File: src/hw/rtl/line_segment_grid_binning_core_defines.svh
// ----------------------------------------------------------------------------
// line segment grid binning - assertion macros
// shared concurrent assertion helpers, clocked on clk_i and off during reset
// ----------------------------------------------------------------------------
`ifndef LINE_SEGMENT_GRID_BINNING_CORE_DEFINES_SVH
`define LINE_SEGMENT_GRID_BINNING_CORE_DEFINES_SVH

// property must hold at every edge out of reset
`define LSGB_ASSERT(label, prop) \
  label: assert property (@(posedge clk_i) disable iff (!rst_ni) prop) \
    else $error("lsgb assertion failed");

// condition must never be seen out of reset
`define LSGB_NEVER(label, expr) \
  label: assert property (@(posedge clk_i) disable iff (!rst_ni) !(expr)) \
    else $error("lsgb forbidden condition seen");

`endif

File: src/hw/rtl/lsgb_pkg.sv
// ----------------------------------------------------------------------------
// lsgb_pkg - line segment grid binning package
// widths, record types and the scale table shared by the binning core
// ----------------------------------------------------------------------------
package lsgb_pkg;

  localparam int CoordW     = 16;
  localparam int RelW       = CoordW + 1;
  localparam int IdxW       = 15;
  localparam int BnW        = 10;
  localparam int ColW       = 6;
  localparam int SclW       = 10;
  localparam int BlockShift = 7;
  localparam int SizeW      = SclW + BlockShift;
  localparam int BlkW       = RelW - BlockShift + 1;
  localparam int NumW       = 24;
  localparam int CellW      = 2 * ColW;
  localparam int MulAW      = 29;
  localparam int MulBW      = BlkW;
  localparam int ProdW      = MulAW + MulBW;
  localparam int XW         = ProdW + 1;
  localparam int DenW       = 29;
  localparam int QW         = 26;
  localparam int RunW       = 7;
  localparam int MaxOut     = 64;
  localparam int MaxColumns = 32;
  localparam int MaxRows    = 32;
  localparam int CfgIdxW    = 3;
  localparam int CfgDataW   = 16;

  // register indexes of the configuration port
  localparam logic [CfgIdxW-1:0] CFG_ORIGIN_X = 3'd0;
  localparam logic [CfgIdxW-1:0] CFG_ORIGIN_Y = 3'd1;
  localparam logic [CfgIdxW-1:0] CFG_COLUMNS  = 3'd2;
  localparam logic [CfgIdxW-1:0] CFG_ROWS     = 3'd3;

  typedef enum logic [1:0] {
    KIND_SINGLE = 2'd0,
    KIND_HRUN   = 2'd1,
    KIND_VRUN   = 2'd2,
    KIND_DIAG   = 2'd3
  } kind_e;

  // effective grid setup, columns and rows already saturated
  typedef struct packed {
    logic signed [CoordW-1:0] origin_x;
    logic signed [CoordW-1:0] origin_y;
    logic [ColW-1:0]          cols;
    logic [ColW-1:0]          rows;
    logic [SclW-1:0]          scl;
  } cfg_t;

  // classified segment handed from front to back
  typedef struct packed {
    logic [IdxW-1:0]        owner;
    kind_e                  kind;
    logic signed [RelW-1:0] rsx;
    logic signed [RelW-1:0] rsy;
    logic signed [RelW-1:0] rex;
    logic signed [RelW-1:0] dx;
    logic signed [RelW-1:0] dy;
    logic signed [BlkW-1:0] bxf;
    logic signed [BlkW-1:0] byf;
    logic signed [NumW-1:0] b0;
    logic [RunW-1:0]        run_cnt;
  } desc_t;

  typedef struct packed {
    logic [BnW-1:0]  block;
    logic [IdxW-1:0] owner;
    logic            in_grid;
    logic            last;
  } res_t;

  typedef struct packed {
    logic                   start;
    logic signed [XW-1:0]   num;
    logic signed [DenW-1:0] den;
  } div_req_t;

  typedef struct packed {
    logic                 busy;
    logic                 done;
    logic signed [XW-1:0] quot;
  } div_rsp_t;

  // 81920 / (100 + rows), truncated
  function automatic logic [SclW-1:0] scale_of(input logic [ColW-1:0] rows);
    logic [SclW-1:0] s;
    unique case (rows)
      6'd0:    s = 10'd819;
      6'd1:    s = 10'd811;
      6'd2:    s = 10'd803;
      6'd3:    s = 10'd795;
      6'd4:    s = 10'd787;
      6'd5:    s = 10'd780;
      6'd6:    s = 10'd772;
      6'd7:    s = 10'd765;
      6'd8:    s = 10'd758;
      6'd9:    s = 10'd751;
      6'd10:   s = 10'd744;
      6'd11:   s = 10'd738;
      6'd12:   s = 10'd731;
      6'd13:   s = 10'd724;
      6'd14:   s = 10'd718;
      6'd15:   s = 10'd712;
      6'd16:   s = 10'd706;
      6'd17:   s = 10'd700;
      6'd18:   s = 10'd694;
      6'd19:   s = 10'd688;
      6'd20:   s = 10'd682;
      6'd21:   s = 10'd677;
      6'd22:   s = 10'd671;
      6'd23:   s = 10'd666;
      6'd24:   s = 10'd660;
      6'd25:   s = 10'd655;
      6'd26:   s = 10'd650;
      6'd27:   s = 10'd645;
      6'd28:   s = 10'd640;
      6'd29:   s = 10'd635;
      6'd30:   s = 10'd630;
      6'd31:   s = 10'd625;
      default: s = 10'd620;
    endcase
    return s;
  endfunction

endpackage

File: src/hw/rtl/lsgb_front.sv
// ----------------------------------------------------------------------------
// lsgb_front - segment intake and classification
// finds endpoint blocks, sorts the segment into its case, queues a descriptor
// ----------------------------------------------------------------------------
module lsgb_front (
  input  logic                               clk_i,
  input  logic                               rst_ni,
  input  logic                               push_i,
  output logic                               full_o,
  input  logic [lsgb_pkg::IdxW-1:0]          segment_index_i,
  input  logic signed [lsgb_pkg::CoordW-1:0] start_x_i,
  input  logic signed [lsgb_pkg::CoordW-1:0] start_y_i,
  input  logic signed [lsgb_pkg::CoordW-1:0] end_x_i,
  input  logic signed [lsgb_pkg::CoordW-1:0] end_y_i,
  input  lsgb_pkg::cfg_t                     cfg_i,
  input  logic                               desc_pop_i,
  output logic                               desc_valid_o,
  output lsgb_pkg::desc_t                    desc_o
);
  import lsgb_pkg::*;

  // block coordinate, truncated toward zero
  function automatic logic signed [BlkW-1:0] blk_of(input logic signed [RelW-1:0] v);
    logic signed [RelW-1:0] f;
    f = v >>> BlockShift;
    if (v[RelW-1] && (v[BlockShift-1:0] != '0)) begin
      f = f + RelW'(1);
    end
    return f[BlkW-1:0];
  endfunction

  // block count of a straight run, capped at the result limit
  function automatic logic [RunW-1:0] run_len(input logic signed [BlkW-1:0] a,
                                              input logic signed [BlkW-1:0] b);
    logic signed [BlkW:0] d;
    logic [BlkW:0]        mag;
    d   = {b[BlkW-1], b} - {a[BlkW-1], a};
    mag = d[BlkW] ? -d : d;
    if (mag >= (BlkW+1)'(MaxOut - 1)) begin
      return RunW'(MaxOut);
    end
    return RunW'(mag + (BlkW+1)'(1));
  endfunction

  logic signed [RelW-1:0] rsx, rsy, rex, rey, dx, dy;
  logic signed [BlkW-1:0] bxf, byf, bxt, byt;
  logic signed [NumW-1:0] cols_s, b0;
  desc_t                  desc_new;
  desc_t                  mem_q [2];
  logic                   wptr_q, rptr_q;
  logic [1:0]             cnt_q;
  logic                   do_push, do_pop;

  // coordinates relative to the grid origin
  assign rsx = RelW'(start_x_i) - RelW'(cfg_i.origin_x);
  assign rsy = RelW'(start_y_i) - RelW'(cfg_i.origin_y);
  assign rex = RelW'(end_x_i) - RelW'(cfg_i.origin_x);
  assign rey = RelW'(end_y_i) - RelW'(cfg_i.origin_y);
  assign dx  = RelW'(end_x_i) - RelW'(start_x_i);
  assign dy  = RelW'(end_y_i) - RelW'(start_y_i);

  assign bxf = blk_of(rsx);
  assign byf = blk_of(rsy);
  assign bxt = blk_of(rex);
  assign byt = blk_of(rey);

  // first block number
  assign cols_s = NumW'(cfg_i.cols);
  assign b0     = NumW'(bxf) + cols_s * NumW'(byf);

  // classify
  always_comb begin
    desc_new.owner = segment_index_i;
    desc_new.rsx   = rsx;
    desc_new.rsy   = rsy;
    desc_new.rex   = rex;
    desc_new.dx    = dx;
    desc_new.dy    = dy;
    desc_new.bxf   = bxf;
    desc_new.byf   = byf;
    desc_new.b0    = b0;
    priority if ((bxf == bxt) && (byf == byt)) begin
      desc_new.kind    = KIND_SINGLE;
      desc_new.run_cnt = RunW'(1);
    end else if (byf == byt) begin
      desc_new.kind    = KIND_HRUN;
      desc_new.run_cnt = run_len(bxf, bxt);
    end else if (bxf == bxt) begin
      desc_new.kind    = KIND_VRUN;
      desc_new.run_cnt = run_len(byf, byt);
    end else begin
      desc_new.kind    = KIND_DIAG;
      desc_new.run_cnt = RunW'(1);
    end
  end

  // two-entry descriptor queue
  assign full_o       = (cnt_q == 2'd2);
  assign desc_valid_o = (cnt_q != 2'd0);
  assign desc_o       = mem_q[rptr_q];
  assign do_push      = push_i && !full_o;
  assign do_pop       = desc_pop_i && desc_valid_o;

  always_ff @(posedge clk_i or negedge rst_ni) begin
    if (!rst_ni) begin
      wptr_q <= 1'b0;
      rptr_q <= 1'b0;
      cnt_q  <= 2'd0;
    end else begin
      if (do_push) begin
        wptr_q <= !wptr_q;
      end
      if (do_pop) begin
        rptr_q <= !rptr_q;
      end
      cnt_q <= cnt_q + {1'b0, do_push} - {1'b0, do_pop};
    end
  end

  always_ff @(posedge clk_i) begin
    if (do_push) begin
      mem_q[wptr_q] <= desc_new;
    end
  end

endmodule

File: src/hw/rtl/lsgb_div.sv
// ----------------------------------------------------------------------------
// lsgb_div - shared signed divider
// restoring division, one quotient bit per cycle, truncates toward zero
// ----------------------------------------------------------------------------
module lsgb_div (
  input  logic                clk_i,
  input  logic                rst_ni,
  input  lsgb_pkg::div_req_t  req_i,
  output lsgb_pkg::div_rsp_t  rsp_o
);
  import lsgb_pkg::*;

  localparam int CntW = $clog2(XW + 1);

  logic                busy_q, done_q, neg_q;
  logic [CntW-1:0]     cnt_q;
  logic [DenW-1:0]     rem_q, dmag_q;
  logic [XW-1:0]       quo_q;
  logic [DenW:0]       rem_sh;
  logic                ge;

  // one restoring step
  assign rem_sh = {rem_q, quo_q[XW-1]};
  assign ge     = (rem_sh >= {1'b0, dmag_q});

  always_ff @(posedge clk_i or negedge rst_ni) begin
    if (!rst_ni) begin
      busy_q <= 1'b0;
      done_q <= 1'b0;
      cnt_q  <= '0;
    end else begin
      done_q <= 1'b0;
      if (req_i.start) begin
        busy_q <= 1'b1;
        cnt_q  <= CntW'(XW);
      end else if (busy_q) begin
        cnt_q <= cnt_q - CntW'(1);
        if (cnt_q == CntW'(1)) begin
          busy_q <= 1'b0;
          done_q <= 1'b1;
        end
      end
    end
  end

  // datapath
  always_ff @(posedge clk_i) begin
    if (req_i.start) begin
      quo_q  <= req_i.num[XW-1] ? -req_i.num : req_i.num;
      dmag_q <= req_i.den[DenW-1] ? -req_i.den : req_i.den;
      rem_q  <= '0;
      neg_q  <= req_i.num[XW-1] ^ req_i.den[DenW-1];
    end else if (busy_q) begin
      rem_q <= ge ? DenW'(rem_sh - {1'b0, dmag_q}) : DenW'(rem_sh);
      quo_q <= {quo_q[XW-2:0], ge};
    end
  end

  assign rsp_o.busy = busy_q;
  assign rsp_o.done = done_q;
  assign rsp_o.quot = neg_q ? -$signed(quo_q) : $signed(quo_q);

endmodule

File: src/hw/rtl/lsgb_back.sv
// ----------------------------------------------------------------------------
// lsgb_back - block walk sequencer
// emits single blocks and straight runs directly; sets up and walks diagonal segments row by row
// ----------------------------------------------------------------------------
`include "line_segment_grid_binning_core_defines.svh"

module lsgb_back (
  input  logic               clk_i,
  input  logic               rst_ni,
  input  lsgb_pkg::cfg_t     cfg_i,
  input  logic               desc_valid_i,
  input  lsgb_pkg::desc_t    desc_i,
  output logic               desc_pop_o,
  output lsgb_pkg::div_req_t div_req_o,
  input  lsgb_pkg::div_rsp_t div_rsp_i,
  input  logic               out_full_i,
  output logic               out_push_o,
  output lsgb_pkg::res_t     out_rec_o
);
  import lsgb_pkg::*;

  typedef enum logic [15:0] {
    S_IDLE = 16'h0001,
    S_RUN  = 16'h0002,
    S_XF   = 16'h0004,
    S_XT   = 16'h0008,
    S_YF   = 16'h0010,
    S_BS   = 16'h0020,
    S_NUM  = 16'h0040,
    S_MDY  = 16'h0080,
    S_WM   = 16'h0100,
    S_NM   = 16'h0200,
    S_WX   = 16'h0400,
    S_SS   = 16'h0800,
    S_WS   = 16'h1000,
    S_ROW  = 16'h2000,
    S_WR   = 16'h4000,
    S_EMIT = 16'h8000
  } state_e;

  state_e                  state_q, state_d;
  desc_t                   desc_q, desc_d;
  logic signed [NumW-1:0]  b_q, b_d;
  logic [RunW-1:0]         out_cnt_q, out_cnt_d;
  logic [RunW-1:0]         run_q, run_d;
  logic signed [XW-1:0]    xf_q, xf_d, xt_q, xt_d, xst_q, xst_d;
  logic signed [MulAW-1:0] yf_q, yf_d, tmp_q, tmp_d;
  logic signed [DenW-1:0]  m_q, m_d, step_q, step_d;
  logic signed [QW-1:0]    bxs_q, bxs_d;
  div_req_t                dreq_q, dreq_d;

  logic [SizeW-1:0]        size;
  logic [CellW-1:0]        cells;
  logic signed [MulAW-1:0] mul_a, adj;
  logic signed [MulBW-1:0] mul_b;
  logic signed [ProdW-1:0] prod;
  logic signed [NumW-1:0]  cols_s, p_cols, p_run, xd_val;
  logic signed [XW-1:0]    xn;
  logic signed [DenW-1:0]  q_den;
  logic signed [QW-1:0]    q_row;
  logic signed [QW:0]      dq;
  logic [QW:0]             dq_mag;
  logic                    xd_neg, yd_neg, cont, last, emit_st;

  assign size   = {cfg_i.scl, {BlockShift{1'b0}}};
  assign cells  = CellW'(cfg_i.cols) * CellW'(cfg_i.rows);
  assign xd_neg = desc_q.dx[RelW-1];
  assign yd_neg = desc_q.dy[RelW-1];
  assign cols_s = NumW'(cfg_i.cols);
  assign p_cols = yd_neg ? -cols_s : cols_s;
  assign xd_val = xd_neg ? -NumW'(1) : NumW'(1);
  assign p_run  = (desc_q.kind == KIND_HRUN) ? xd_val : p_cols;

  // shared multiplier, operands picked by the sequencer
  always_comb begin
    unique case (state_q)
      S_XF: begin
        mul_a = MulAW'(desc_q.rsx);
        mul_b = MulBW'(cfg_i.scl);
      end
      S_XT: begin
        mul_a = MulAW'(desc_q.rex);
        mul_b = MulBW'(cfg_i.scl);
      end
      S_YF: begin
        mul_a = MulAW'(desc_q.rsy);
        mul_b = MulBW'(cfg_i.scl);
      end
      S_BS: begin
        mul_a = MulAW'(size);
        mul_b = desc_q.byf;
      end
      S_MDY: begin
        mul_a = MulAW'(desc_q.dy);
        mul_b = MulBW'(cfg_i.scl);
      end
      S_NM: begin
        mul_a = tmp_q;
        mul_b = MulBW'(cfg_i.scl);
      end
      S_SS: begin
        mul_a = MulAW'(size);
        mul_b = MulBW'(cfg_i.scl);
      end
      default: begin
        mul_a = '0;
        mul_b = '0;
      end
    endcase
  end

  assign prod = mul_a * mul_b;

  // row and walk helpers
  assign adj    = yd_neg ? -MulAW'(1) : MulAW'(size);
  assign q_den  = DenW'(div_rsp_i.quot);
  assign q_row  = QW'(div_rsp_i.quot);
  assign dq     = {q_row[QW-1], q_row} - {bxs_q[QW-1], bxs_q};
  assign dq_mag = dq[QW] ? -dq : dq;
  assign cont   = xd_neg ? (xst_q > xt_q) : (xst_q < xt_q);
  assign xn     = xst_q + XW'(step_q);

  // result record
  assign emit_st = (state_q == S_RUN) || (state_q == S_EMIT);
  assign out_push_o = emit_st && !out_full_i;
  always_comb begin
    if (state_q == S_RUN) begin
      last = (run_q == RunW'(1)) || (out_cnt_q == RunW'(MaxOut - 1));
    end else begin
      last = ((run_q == '0) && !cont) || (out_cnt_q == RunW'(MaxOut - 1));
    end
  end
  assign out_rec_o.block   = b_q[BnW-1:0];
  assign out_rec_o.owner   = desc_q.owner;
  assign out_rec_o.in_grid = !b_q[NumW-1] && (b_q[NumW-2:0] < (NumW-1)'(cells));
  assign out_rec_o.last    = last;

  assign desc_pop_o = (state_q == S_IDLE) && desc_valid_i;
  assign div_req_o  = dreq_q;

  // sequencer
  always_comb begin
    state_d      = state_q;
    desc_d       = desc_q;
    b_d          = b_q;
    out_cnt_d    = out_cnt_q;
    run_d        = run_q;
    xf_d         = xf_q;
    xt_d         = xt_q;
    xst_d        = xst_q;
    yf_d         = yf_q;
    tmp_d        = tmp_q;
    m_d          = m_q;
    step_d       = step_q;
    bxs_d        = bxs_q;
    dreq_d       = dreq_q;
    dreq_d.start = 1'b0;
    unique case (state_q)
      S_IDLE: begin
        if (desc_valid_i) begin
          desc_d    = desc_i;
          b_d       = desc_i.b0;
          out_cnt_d = '0;
          run_d     = desc_i.run_cnt;
          bxs_d     = QW'(desc_i.bxf);
          state_d   = (desc_i.kind == KIND_DIAG) ? S_XF : S_RUN;
        end
      end
      S_RUN: begin
        if (!out_full_i) begin
          out_cnt_d = out_cnt_q + RunW'(1);
          run_d     = run_q - RunW'(1);
          b_d       = b_q + p_run;
          if (last) begin
            state_d = S_IDLE;
          end
        end
      end
      S_XF: begin
        xf_d    = XW'(prod);
        state_d = S_XT;
      end
      S_XT: begin
        xt_d    = XW'(prod);
        state_d = S_YF;
      end
      S_YF: begin
        yf_d    = MulAW'(prod);
        state_d = S_BS;
      end
      S_BS: begin
        tmp_d   = MulAW'(prod);
        state_d = S_NUM;
      end
      S_NUM: begin
        tmp_d   = tmp_q + adj - yf_q;
        state_d = S_MDY;
      end
      S_MDY: begin
        dreq_d.start = 1'b1;
        dreq_d.num   = XW'(prod);
        dreq_d.den   = DenW'(desc_q.dx);
        state_d      = S_WM;
      end
      S_WM: begin
        if (div_rsp_i.done) begin
          // slope that truncates to zero is forced to one unit
          if (div_rsp_i.quot == '0) begin
            m_d = (xd_neg ^ yd_neg) ? -DenW'(1) : DenW'(1);
          end else begin
            m_d = q_den;
          end
          state_d = S_NM;
        end
      end
      S_NM: begin
        dreq_d.start = 1'b1;
        dreq_d.num   = XW'(prod);
        dreq_d.den   = m_q;
        state_d      = S_WX;
      end
      S_WX: begin
        if (div_rsp_i.done) begin
          xst_d   = xf_q + div_rsp_i.quot;
          state_d = S_SS;
        end
      end
      S_SS: begin
        dreq_d.start = 1'b1;
        dreq_d.num   = XW'(prod);
        dreq_d.den   = m_q;
        state_d      = S_WS;
      end
      S_WS: begin
        if (div_rsp_i.done) begin
          step_d  = yd_neg ? -q_den : q_den;
          state_d = S_ROW;
        end
      end
      S_ROW: begin
        dreq_d.start = 1'b1;
        dreq_d.num   = xst_q;
        dreq_d.den   = DenW'(size);
        state_d      = S_WR;
      end
      S_WR: begin
        if (div_rsp_i.done) begin
          run_d   = (dq_mag > (QW+1)'(MaxOut - 1)) ? RunW'(MaxOut - 1) : RunW'(dq_mag);
          bxs_d   = q_row;
          state_d = S_EMIT;
        end
      end
      S_EMIT: begin
        if (!out_full_i) begin
          out_cnt_d = out_cnt_q + RunW'(1);
          if (last) begin
            state_d = S_IDLE;
          end else if (run_q == '0) begin
            // row done: step to the next row and advance the crossing point
            b_d = b_q + p_cols;
            if (xd_neg ? (xn < xt_q) : (xn > xt_q)) begin
              xst_d = xt_q;
            end else begin
              xst_d = xn;
            end
            state_d = S_ROW;
          end else begin
            b_d   = b_q + xd_val;
            run_d = run_q - RunW'(1);
          end
        end
      end
      default: begin
        state_d = S_IDLE;
      end
    endcase
  end

  always_ff @(posedge clk_i or negedge rst_ni) begin
    if (!rst_ni) begin
      state_q <= S_IDLE;
      dreq_q  <= '0;
    end else begin
      state_q <= state_d;
      dreq_q  <= dreq_d;
    end
  end

  always_ff @(posedge clk_i) begin
    desc_q      <= desc_d;
    b_q         <= b_d;
    out_cnt_q   <= out_cnt_d;
    run_q       <= run_d;
    xf_q        <= xf_d;
    xt_q        <= xt_d;
    xst_q       <= xst_d;
    yf_q        <= yf_d;
    tmp_q       <= tmp_d;
    m_q         <= m_d;
    step_q      <= step_d;
    bxs_q       <= bxs_d;
  end

  // checks
  `LSGB_NEVER(a_push_when_full, out_push_o && out_full_i)
  `LSGB_NEVER(a_div_start_busy, dreq_q.start && div_rsp_i.busy)
  `LSGB_ASSERT(a_last_ends_item, (out_push_o && last) |=> (state_q == S_IDLE))
  `LSGB_NEVER(a_result_cap, emit_st && (out_cnt_q >= RunW'(MaxOut)))

endmodule

File: src/hw/rtl/line_segment_grid_binning_core.sv
// A segment in one block or a straight run gives one block per cycle while the
// result queue is not full. A diagonal segment runs setup multiplies and three
// divisions, then one division on the shared divider per grid row before the
// blocks of that row. Items are worked one at a time; a 2-entry input queue
// and a 2-entry result queue decouple both sides. Reset is asynchronous, active
// low: queues empty, origin 0, 32 columns and 32 rows.
// ----------------------------------------------------------------------------
// line_segment_grid_binning_core - line segment grid binning top level
// configuration registers, front classifier, walk sequencer, divider, result queue
// ----------------------------------------------------------------------------
module line_segment_grid_binning_core (
  input  logic                                 clk_i,
  input  logic                                 rst_ni,
  input  logic                                 cfg_we_i,
  input  logic [lsgb_pkg::CfgIdxW-1:0]         cfg_idx_i,
  input  logic [lsgb_pkg::CfgDataW-1:0]        cfg_data_i,
  input  logic                                 push,
  output logic                                 full,
  input  logic [lsgb_pkg::IdxW-1:0]            segment_index_i,
  input  logic signed [lsgb_pkg::CoordW-1:0]   start_x_i,
  input  logic signed [lsgb_pkg::CoordW-1:0]   start_y_i,
  input  logic signed [lsgb_pkg::CoordW-1:0]   end_x_i,
  input  logic signed [lsgb_pkg::CoordW-1:0]   end_y_i,
  output logic                                 empty,
  input  logic                                 pop,
  output logic [lsgb_pkg::BnW-1:0]             block_number_o,
  output logic [lsgb_pkg::IdxW-1:0]            owner_index_o,
  output logic                                 in_grid_o,
  output logic                                 last_block_o
);
  import lsgb_pkg::*;

  logic signed [CoordW-1:0] origin_x_q, origin_y_q;
  logic [ColW-1:0]          cols_q, rows_q, cols_sat, rows_sat;
  cfg_t                     cfg;
  logic                     desc_valid, desc_pop, out_push;
  desc_t                    desc;
  div_req_t                 dreq;
  div_rsp_t                 drsp;
  res_t                     out_rec;
  res_t                     res_q [2];
  logic                     wptr_q, rptr_q;
  logic [1:0]               cnt_q;
  logic                     res_full;

  // configuration registers
  always_ff @(posedge clk_i or negedge rst_ni) begin
    if (!rst_ni) begin
      origin_x_q <= '0;
      origin_y_q <= '0;
      cols_q     <= ColW'(MaxColumns);
      rows_q     <= ColW'(MaxRows);
    end else if (cfg_we_i) begin
      unique case (cfg_idx_i)
        CFG_ORIGIN_X: origin_x_q <= cfg_data_i;
        CFG_ORIGIN_Y: origin_y_q <= cfg_data_i;
        CFG_COLUMNS:  cols_q     <= cfg_data_i[ColW-1:0];
        CFG_ROWS:     rows_q     <= cfg_data_i[ColW-1:0];
        default: ;
      endcase
    end
  end

  // saturated grid size and scale
  assign cols_sat     = (cols_q > ColW'(MaxColumns)) ? ColW'(MaxColumns) : cols_q;
  assign rows_sat     = (rows_q > ColW'(MaxRows)) ? ColW'(MaxRows) : rows_q;
  assign cfg.origin_x = origin_x_q;
  assign cfg.origin_y = origin_y_q;
  assign cfg.cols     = cols_sat;
  assign cfg.rows     = rows_sat;
  assign cfg.scl      = scale_of(rows_sat);

  lsgb_front u_front (
    .clk_i           (clk_i),
    .rst_ni          (rst_ni),
    .push_i          (push),
    .full_o          (full),
    .segment_index_i (segment_index_i),
    .start_x_i       (start_x_i),
    .start_y_i       (start_y_i),
    .end_x_i         (end_x_i),
    .end_y_i         (end_y_i),
    .cfg_i           (cfg),
    .desc_pop_i      (desc_pop),
    .desc_valid_o    (desc_valid),
    .desc_o          (desc)
  );

  lsgb_div u_div (
    .clk_i  (clk_i),
    .rst_ni (rst_ni),
    .req_i  (dreq),
    .rsp_o  (drsp)
  );

  lsgb_back u_back (
    .clk_i        (clk_i),
    .rst_ni       (rst_ni),
    .cfg_i        (cfg),
    .desc_valid_i (desc_valid),
    .desc_i       (desc),
    .desc_pop_o   (desc_pop),
    .div_req_o    (dreq),
    .div_rsp_i    (drsp),
    .out_full_i   (res_full),
    .out_push_o   (out_push),
    .out_rec_o    (out_rec)
  );

  // two-entry result queue
  assign res_full = (cnt_q == 2'd2);
  assign empty    = (cnt_q == 2'd0);

  always_ff @(posedge clk_i or negedge rst_ni) begin
    if (!rst_ni) begin
      wptr_q <= 1'b0;
      rptr_q <= 1'b0;
      cnt_q  <= 2'd0;
    end else begin
      if (out_push) begin
        wptr_q <= !wptr_q;
      end
      if (pop && !empty) begin
        rptr_q <= !rptr_q;
      end
      cnt_q <= cnt_q + {1'b0, out_push} - {1'b0, pop && !empty};
    end
  end

  always_ff @(posedge clk_i) begin
    if (out_push) begin
      res_q[wptr_q] <= out_rec;
    end
  end

  assign block_number_o = res_q[rptr_q].block;
  assign owner_index_o  = res_q[rptr_q].owner;
  assign in_grid_o      = res_q[rptr_q].in_grid;
  assign last_block_o   = res_q[rptr_q].last;

endmodule
File: config.mk
export PLATFORM = sky130hd
export DESIGN_NAME = line_segment_grid_binning_core
export DESIGN_NICKNAME = d
export VERILOG_FILES = /design/src/hw/rtl/lsgb_pkg.sv /design/src/hw/rtl/lsgb_front.sv /design/src/hw/rtl/lsgb_div.sv /design/src/hw/rtl/lsgb_back.sv /design/src/hw/rtl/line_segment_grid_binning_core.sv
export VERILOG_INCLUDE_DIRS = /design/src /design/src/hw/rtl
export SDC_FILE = /design/constraint.sdc
export NUM_CORES = 2
export LEC_CHECK = 0
export BUFFER_PORTS_ARGS = -buffer_cell sky130_fd_sc_hd__buf_2
export CORE_AREA = 3 3 577 293
export DETAILED_ROUTE_END_ITERATION = 10
export DIE_AREA = 0 0 580 296
export GPL_TIMING_DRIVEN = 0
export PLACE_DENSITY_LB_ADDON = 0.12
export REMOVE_ABC_BUFFERS = 1
export SYNTH_ARGS = -nofsm -noshare
export SYNTH_HDL_FRONTEND = slang
export SYNTH_SLANG_ARGS = --single-unit
File: constraint.sdc
create_clock -name clk_i -period 12.06 [get_ports clk_i]
set_input_delay 1.809 -clock clk_i [delete_from_list [all_inputs] [get_ports clk_i]]
set_output_delay 1.809 -clock clk_i [all_outputs]
set_load 0.02 [all_outputs]
Word level (Yosys, flattened, before mapping)
Memory sizes are Yosys's and may differ from the RTL's.
Cells that the tools add are included.
{"block": "totals", "ff_bits": 661, "latch_bits": 0, "ram_bits": 364, "mem_bits_ro": 288, "inputBits": 103, "output_inout_bits": 29, "wordCells": 295, "memories": 3}
{"block": "classes", "add_sub_neg": 39, "n_mul": 3, "div": 0, "n_lt_le_gt_ge": 11, "eq_ne": 41, "shifts": 0, "n_mux": 97, "n_bitwise": 2, "n_reduce_logical": 58}
{"name": "u_front.mem_q", "depth": 2, "width": 155, "rd": 1, "rd_clocked_by_memory_dff": 0, "write_ports": 1, "line_no": "lsgb_front.sv:49", "rtl": "desc_t mem_q [2];"}
{"name": "(no name shown)", "depth": 32, "width": 9, "rd": 1, "rd_clocked_by_memory_dff": 0, "write_ports": 0, "line_no": "lsgb_pkg.sv:90", "rtl": "unique case (rows)"}
{"name": "res_q", "depth": 2, "width": 27, "rd": 1, "rd_clocked_by_memory_dff": 0, "write_ports": 1, "line_no": "line_segment_grid_binning_core.sv:41", "rtl": "res_t res_q [2];"}
{"cell": "$mux 41", "count": 9}
{"cell": "$pmux 16 s16", "count": 1}
{"cell": "$pmux 71 s3", "count": 1}
{"cell": "$mux 24", "count": 8}
{"cell": "$pmux 29 s6", "count": 1}
{"cell": "$mux 16", "count": 10}
{"cell": "$mux 29", "count": 5}
{"cell": "$mux 7", "count": 16}
{"cell": "$sub 16x16->17", "count": 6}
{"cell": "$gt 41x40->1", "count": 2}
{"cell": "$lt 41x40->1", "count": 2}
{"cell": "$neg 41->41", "count": 2}
{"cell": "$pmux 41 s2", "count": 1}
{"cell": "$add 24x24->24", "count": 3}
{"cell": "$pmux 24 s3", "count": 1}
{"cell": "$neg 29->29", "count": 2}
{"cell": "$pmux 29 s2", "count": 1}
{"cell": "$sub 29x29->29", "count": 2}
{"cell": "$mux 26", "count": 2}
{"cell": "$pmux 26 s2", "count": 1}
{"cell": "$add 10x2->11 const B", "count": 4}
{"cell": "$mux 11", "count": 4}
{"cell": "$add 40x41->41", "count": 1}
{"cell": "$add 41x29->41", "count": 1}
{"cell": "other kinds (77)", "count": 165}

Longest topological paths before layout
{"block": "logic_depth", "ltp_word": 16, "ltp_mapped": 37, "ltp_nobuf": 37}

Cells and area by module
From an unflattened synthesis, not the netlist that was laid out.
{"block": "hier_totals", "cells_unflattened": 7702, "hier_area_um2": 78063.6}
{"module": "lsgb_back", "instances": 1, "cells_each": 4442, "area_per_inst_um2": 43319.0, "seq_area_each_um2": 14610.3}
{"module": "lsgb_front", "instances": 1, "cells_each": 2013, "area_per_inst_um2": 22036.1, "seq_area_each_um2": 9108.7}
{"module": "lsgb_div", "instances": 1, "cells_each": 961, "area_per_inst_um2": 8279.2, "seq_area_each_um2": 2912.8}
{"module": "line_segment_grid_binning_core", "instances": 1, "cells_each": 286, "area_per_inst_um2": 4429.2, "seq_area_each_um2": 2825.2}

Least setup slack after synthesis
Ideal clock, no wire load.
{"block": "synth_path", "kind": "reg-to-reg", "from": "register u_back.state_q[7]", "to": "register u_back.xf_q[39] (netlist name)", "setup_ps": 262, "arrival_time_ps": 9460, "required_ps": 11798, "setup_slack_ps": 2338, "stages_incl_launch_ff": 34, "n_path_buf": 4, "cell_sequence": "dfrtp_1 clkbuf_1 nor4_1 and2_1 nand2_1 or3_1 nor3b_1 clkbuf_1 clkbuf_1 a22oi_1 o211ai_1 clkbuf_1 nor2b_1 fa_1 fa_1 fa_1 fa_1 inv_1 fa_1 inv_1 ha_1 a21o_1 a21oi_1 o21bai_1 a211oi_1 o21bai_1 a2111o_1 a2111oi_0 o31ai_1 o21ai_0 a211oi_1 a21oi_1 xnor2_1 inv_1"}
{"block": "synth_via", "elab_chain_len": 4}
{"item": "start: declaration", "line_no": "lsgb_back.sv:41", "rtl": "state_e state_q, state_d;"}
{"item": "start signal: assignment", "line_no": "lsgb_back.sv:284", "rtl": "state_q <= state_d;"}
{"item": "$eq 16x3->1 (tied with other cells)", "line_no": "lsgb_back.sv:76", "rtl": "unique case (state_q)"}
{"item": "$reduce_or 6->1 (no source line) or $reduce_or 2->1 (tied branches)"}
{"item": "$pmux 11 s2 or $pmux 29 s6 (tied branches)", "line_no": "lsgb_back.sv:76"}
{"item": "$mul 29x11->40 *", "line_no": "lsgb_back.sv:112", "rtl": "assign prod = mul_a * mul_b;"}
{"item": "net u_back.prod[39]", "line_no": "lsgb_back.sv:56", "rtl": "logic signed [ProdW-1:0] prod;"}
The timed path passes the listed nets; every way through them passes the cells marked *.
A chain may end at the register's enable or synchronous reset.

Final worst setup path
{"block": "layout_path", "from": "register u_back.state_q[7]", "to": "register u_back.xt_q[38], data pin"}
{"block": "layout_via", "elab_chain_len": 4}
{"item": "$eq 16x3->1 (tied with other cells)", "line_no": "lsgb_back.sv:76"}
{"item": "$reduce_or 6->1 (no source line) or $reduce_or 2->1 (tied branches)"}
{"item": "$pmux 11 s2 or $pmux 29 s6 (tied branches)", "line_no": "lsgb_back.sv:76"}
{"item": "$mul 29x11->40 *", "line_no": "lsgb_back.sv:112"}
{"item": "net u_back.prod[38]", "line_no": "lsgb_back.sv:56"}
{"item": "end signal: assignment", "line_no": "lsgb_back.sv:295", "rtl": "xt_q <= xt_d;"}
{"item": "end: declaration", "line_no": "lsgb_back.sv:46", "rtl": "logic signed [XW-1:0] xf_q, xf_d, xt_q, xt_d, xst_q, xst_d;"}
Marked as above.

==> results.md <==
* result of the run: finished, violations left
* failing checks: max-slew violations
* source of the worst hold timing path: u_back.m_q[23]
* Post-Route Skew: 0.0696 ns
* DRC violation count after routing: 0
* final weighted congestion of routability-driven global placement: 0.899
* routed vias: 54,600
* Total Nets Final: 8,588
* Peak Freq: 87.6 MHz
* Die X-Extent: 580 µm
* Power Total: 20,300 µW
* placeable core area: 164,000 µm²
* quantity of hold-fixing buffers added after cts: 0
* Setup Total Neg Slack: 0 ns
* routed length per instance: 21.6 µm
* number of routed nets with antenna violations: 0
* most frequently used flop master after synthesis: sky130_fd_sc_hd__edfxtp_1
* Power Density: 244 nW/µm²
* register bit count reported by yosys: 1,015
* TritonCTS clock tree: yes
* crit path time final: 11.41 ns
* path type of the worst min-delay path: reg -> reg
* post-route core utilization: 50.8%
* startpoint kind of the worst setup timing path: register
* unrepaired setup endpoints after global routing: no
* WHS: 0.444 ns
* total wire length after detailed routing: 212,000 µm
* leakage power total: 0.0346 µW
* worst slew slack as a fraction of its limit: -0.0346%
* ys async rst share: 14.5%
* via count of the first global-routing pass: 52,500
* average via count per standard cell: 5.58
* Clock Pin Slew Worst Setup and Hold Paths: 0.07 ns
* number of search-and-repair iterations in the first detailed-routing pass: 6
* ratio of final minimum period to clock period: 94.6%
* leading cell type in the layout, fill and taps excluded: sky130_fd_sc_hd__inv_1
* Most common cell on crit path: sky130_fd_sc_hd__fa_1
* global-route wire length before repair: 323,000 µm
* footprint of the flip-flops and latches: 29,500 µm²
* maximum number of pins on one net before global-route repair: 83
* Overflow after GRT: 0
* maximum ir drop on the vdd rail: 0.266 mV
* initial antenna violation count: 13
* cell area after technology mapping: 75,300 µm²
* Worst Reg2Reg Path Length in Cells: 30
* cell type of the slowest stage on the worst timing path: sky130_fd_sc_hd__or3_2
* Data required, critical path: 12.46 ns
* Worst-Margin Slew: 1.50 ns
* buffer levels on the longest clock path: 3
* starting density of the core: 46.0%
* post-route cell area: 83,200 µm²
* drt first-iter violations: 4,676
* area delta synth->final: 10.4%
* final count of hold timing violations: 0
* peak fanout along the critical path: 40
* setup slack of the most critical reg-to-reg path: 0.65 ns
* number of max-capacitance violations reported: 0
* DP Area: 79,600 µm²
* worst skew pair latency: 0.74 ns
* CTS buffer count: 98
* Port-buffer cells: 131
* overall routing resource usage: 24.4%
* number of warning messages in the yosys log: 0
* fraction of layout instances using a drive strength above 1: 8.94%
* number of enable-type register cells in the synthesized netlist: 839
* placement row count: 105
* synthesized instance count: 7,396
* crit path kind: reg -> reg
* delay of the slowest cell on the worst path: 0.74 ns
* Clock Tree Root: sky130_fd_sc_hd__clkbuf_16
* endpoint class of the critical path: register
* count of endpoints failing setup in the final report: 0
* number of stages on the worst hold path: 1
* Syn Area/Cell: 10.2 µm²
* worst path arrival time: 11.81 ns
* Pins Over Slew Limit: 1
* Unique masters post-synth: 97
* reg-to-reg critical path startpoint: u_back.state_q[7]
* hpwl dp: 167,000 µm
* most used cells in the layout excluding fill and tap cells: sky130_fd_sc_hd__inv_1 (880), sky130_fd_sc_hd__edfxtp_1 (839), sky130_fd_sc_hd__nand2_1 (685)
* capture instance of the worst register-to-register path: u_back.xt_q[38]
* hold path endpoint: u_back.div_req_o[23]
* # fillers: 15,000
* Die Span Y: 296 µm
* die footprint: 172,000 µm²
* Setup Fix Bufs, Post-CTS: 0
* count of pins on the block boundary: 132
* CTS sink count: 1,015
* Post-CTS Resized: 0
* proportion of synthesized chip area in sequential cells: 39.1%
* Multi-input gate area: 42,000 µm²
* Clock H-tree levels: 3
==> through the flow <==
stage               cells  setup WS [ns]
floorplan            7181          -1.33
global placement     9505         -11.25
CTS                  9792          0.195
global route         9793         0.0574
detailed placement   9606          0.225
finish               9796          0.651
==> state kept, by name (all words and copies together) (netlist names), 24 cells and up <==
register          count
u_div.dmag_q         29
u_back.b_q           24
u_back.m_q           29
u_back.bxs_q         26
u_back.xf_q          40
u_div.quo_q          41
u_back.div_req_o     71
u_back.yf_q          29
u_back.xt_q          40
u_back.xst_q         41
u_back.step_q        29
u_back.desc_q        98
u_div.rem_q          29
res_q                54
u_front.mem_q       300
u_back.tmp_q         29
==> cell usage after synthesis, types with 29 or more instances <==
| master | instances | area (µm²) |
|---|---|---|
| sky130_fd_sc_hd__a31oi_1 | 50 | 313 |
| sky130_fd_sc_hd__nor2_1 | 598 | 2240 |
| sky130_fd_sc_hd__o211ai_1 | 30 | 225 |
| sky130_fd_sc_hd__and2_1 | 36 | 225 |
| sky130_fd_sc_hd__o21bai_1 | 45 | 338 |
| sky130_fd_sc_hd__nand3_1 | 87 | 435 |
| sky130_fd_sc_hd__a21boi_0 | 44 | 330 |
| sky130_fd_sc_hd__ha_1 | 573 | 7170 |
| sky130_fd_sc_hd__nand4_1 | 56 | 350 |
| sky130_fd_sc_hd__a22oi_1 | 67 | 503 |
| sky130_fd_sc_hd__or3_1 | 60 | 375 |
| sky130_fd_sc_hd__and3_1 | 30 | 188 |
| sky130_fd_sc_hd__fa_1 | 399 | 7990 |
| sky130_fd_sc_hd__xor2_1 | 188 | 1650 |
| sky130_fd_sc_hd__nand2_1 | 685 | 2570 |
| sky130_fd_sc_hd__o21a_1 | 61 | 458 |
| sky130_fd_sc_hd__nand2b_1 | 81 | 507 |
| sky130_fd_sc_hd__a21o_1 | 144 | 1080 |
| sky130_fd_sc_hd__nor3b_1 | 32 | 240 |
| sky130_fd_sc_hd__inv_1 | 883 | 3310 |
| sky130_fd_sc_hd__dfxtp_1 | 29 | 581 |
| sky130_fd_sc_hd__mux2i_1 | 109 | 1090 |
| sky130_fd_sc_hd__o21ai_0 | 380 | 1900 |
| sky130_fd_sc_hd__mux2_2 | 167 | 1880 |
| sky130_fd_sc_hd__a211oi_1 | 53 | 398 |
| sky130_fd_sc_hd__nor4_1 | 43 | 269 |
| sky130_fd_sc_hd__o31ai_1 | 53 | 398 |
| sky130_fd_sc_hd__nor2b_1 | 101 | 632 |
| sky130_fd_sc_hd__dfrtp_1 | 144 | 3600 |
| sky130_fd_sc_hd__clkbuf_1 | 192 | 721 |
| sky130_fd_sc_hd__xnor2_1 | 314 | 2750 |
| sky130_fd_sc_hd__a21oi_1 | 356 | 1780 |
| sky130_fd_sc_hd__nor3_1 | 108 | 541 |
| sky130_fd_sc_hd__edfxtp_1 | 839 | 25200 |
==> cells by family (layout without fill, tap and decap cells) <==
logic type	count (synthesis)	after routing	share of synthesized area [%]
xor gates and xnor gates	502	502	5.84
buffers and inverters	1100	1303	5.52
DFF	1015	1015	39.1
other	1	5	0.00498
AOI/OAI and AO/OA	1485	1485	12.7
muxes	276	276	3.95
adders and majority gates	972	972	20.1
and+or+nand+nor	2045	2045	12.8
==> cell type report <==
type,instances,area share (%)
well taps,2193,3.30
clock inverters,52,0.868
repair buffers,232,2.53
multi-input cells,5281,50.5
clock buffers,134,3.35
flip-flops and latches,1015,35.4
inverters,885,4.00
diodes,4,0.0120
==> worst max path at each step <==
| stage | startpoint | endpoint | slack (ns) |
|---|---|---|---|
| floorplan | u_back.state_q[1] | u_back.xf_q[39] | -1.33 |
| global placement | u_back.state_q[1] | u_back.xf_q[38] | -11.25 |
| detailed placement | u_back.state_q[1] | u_back.xt_q[39] | 0.22 |
| CTS | u_back.state_q[1] | u_back.xt_q[38] | 0.19 |
| global route | u_back.state_q[7] | u_back.xf_q[39] | 0.06 |
| finish | u_back.state_q[7] | u_back.xt_q[38] | 0.65 |
==> metal layers <==
layer | vias to the layer above | track usage, % | routed length (µm)
met5 | - | 0 | 42
met1 | 26800 | 36.6 | 102000
met2 | 1437 | 37.7 | 92300
met3 | 235 | 3.59 | 13200
met4 | 6 | 4.96 | 4140
li1 | 26100 | - | -
==> report_power, final <==
part | switching, µW | internal (µW)
clock | 1480 | 1900
combinational | 6760 | 4320
sequential | 492 | 5310
==> critical path: cells and delay by family, from the launching register on <==
kind            cells  cell delay, ns
compound gates      8            2.81
fa+ha+maj           6            3.02
buf+inv             4            0.43
flops               1            0.47
simple gates       12            4.31
Power figures use the tool's default switching activity.
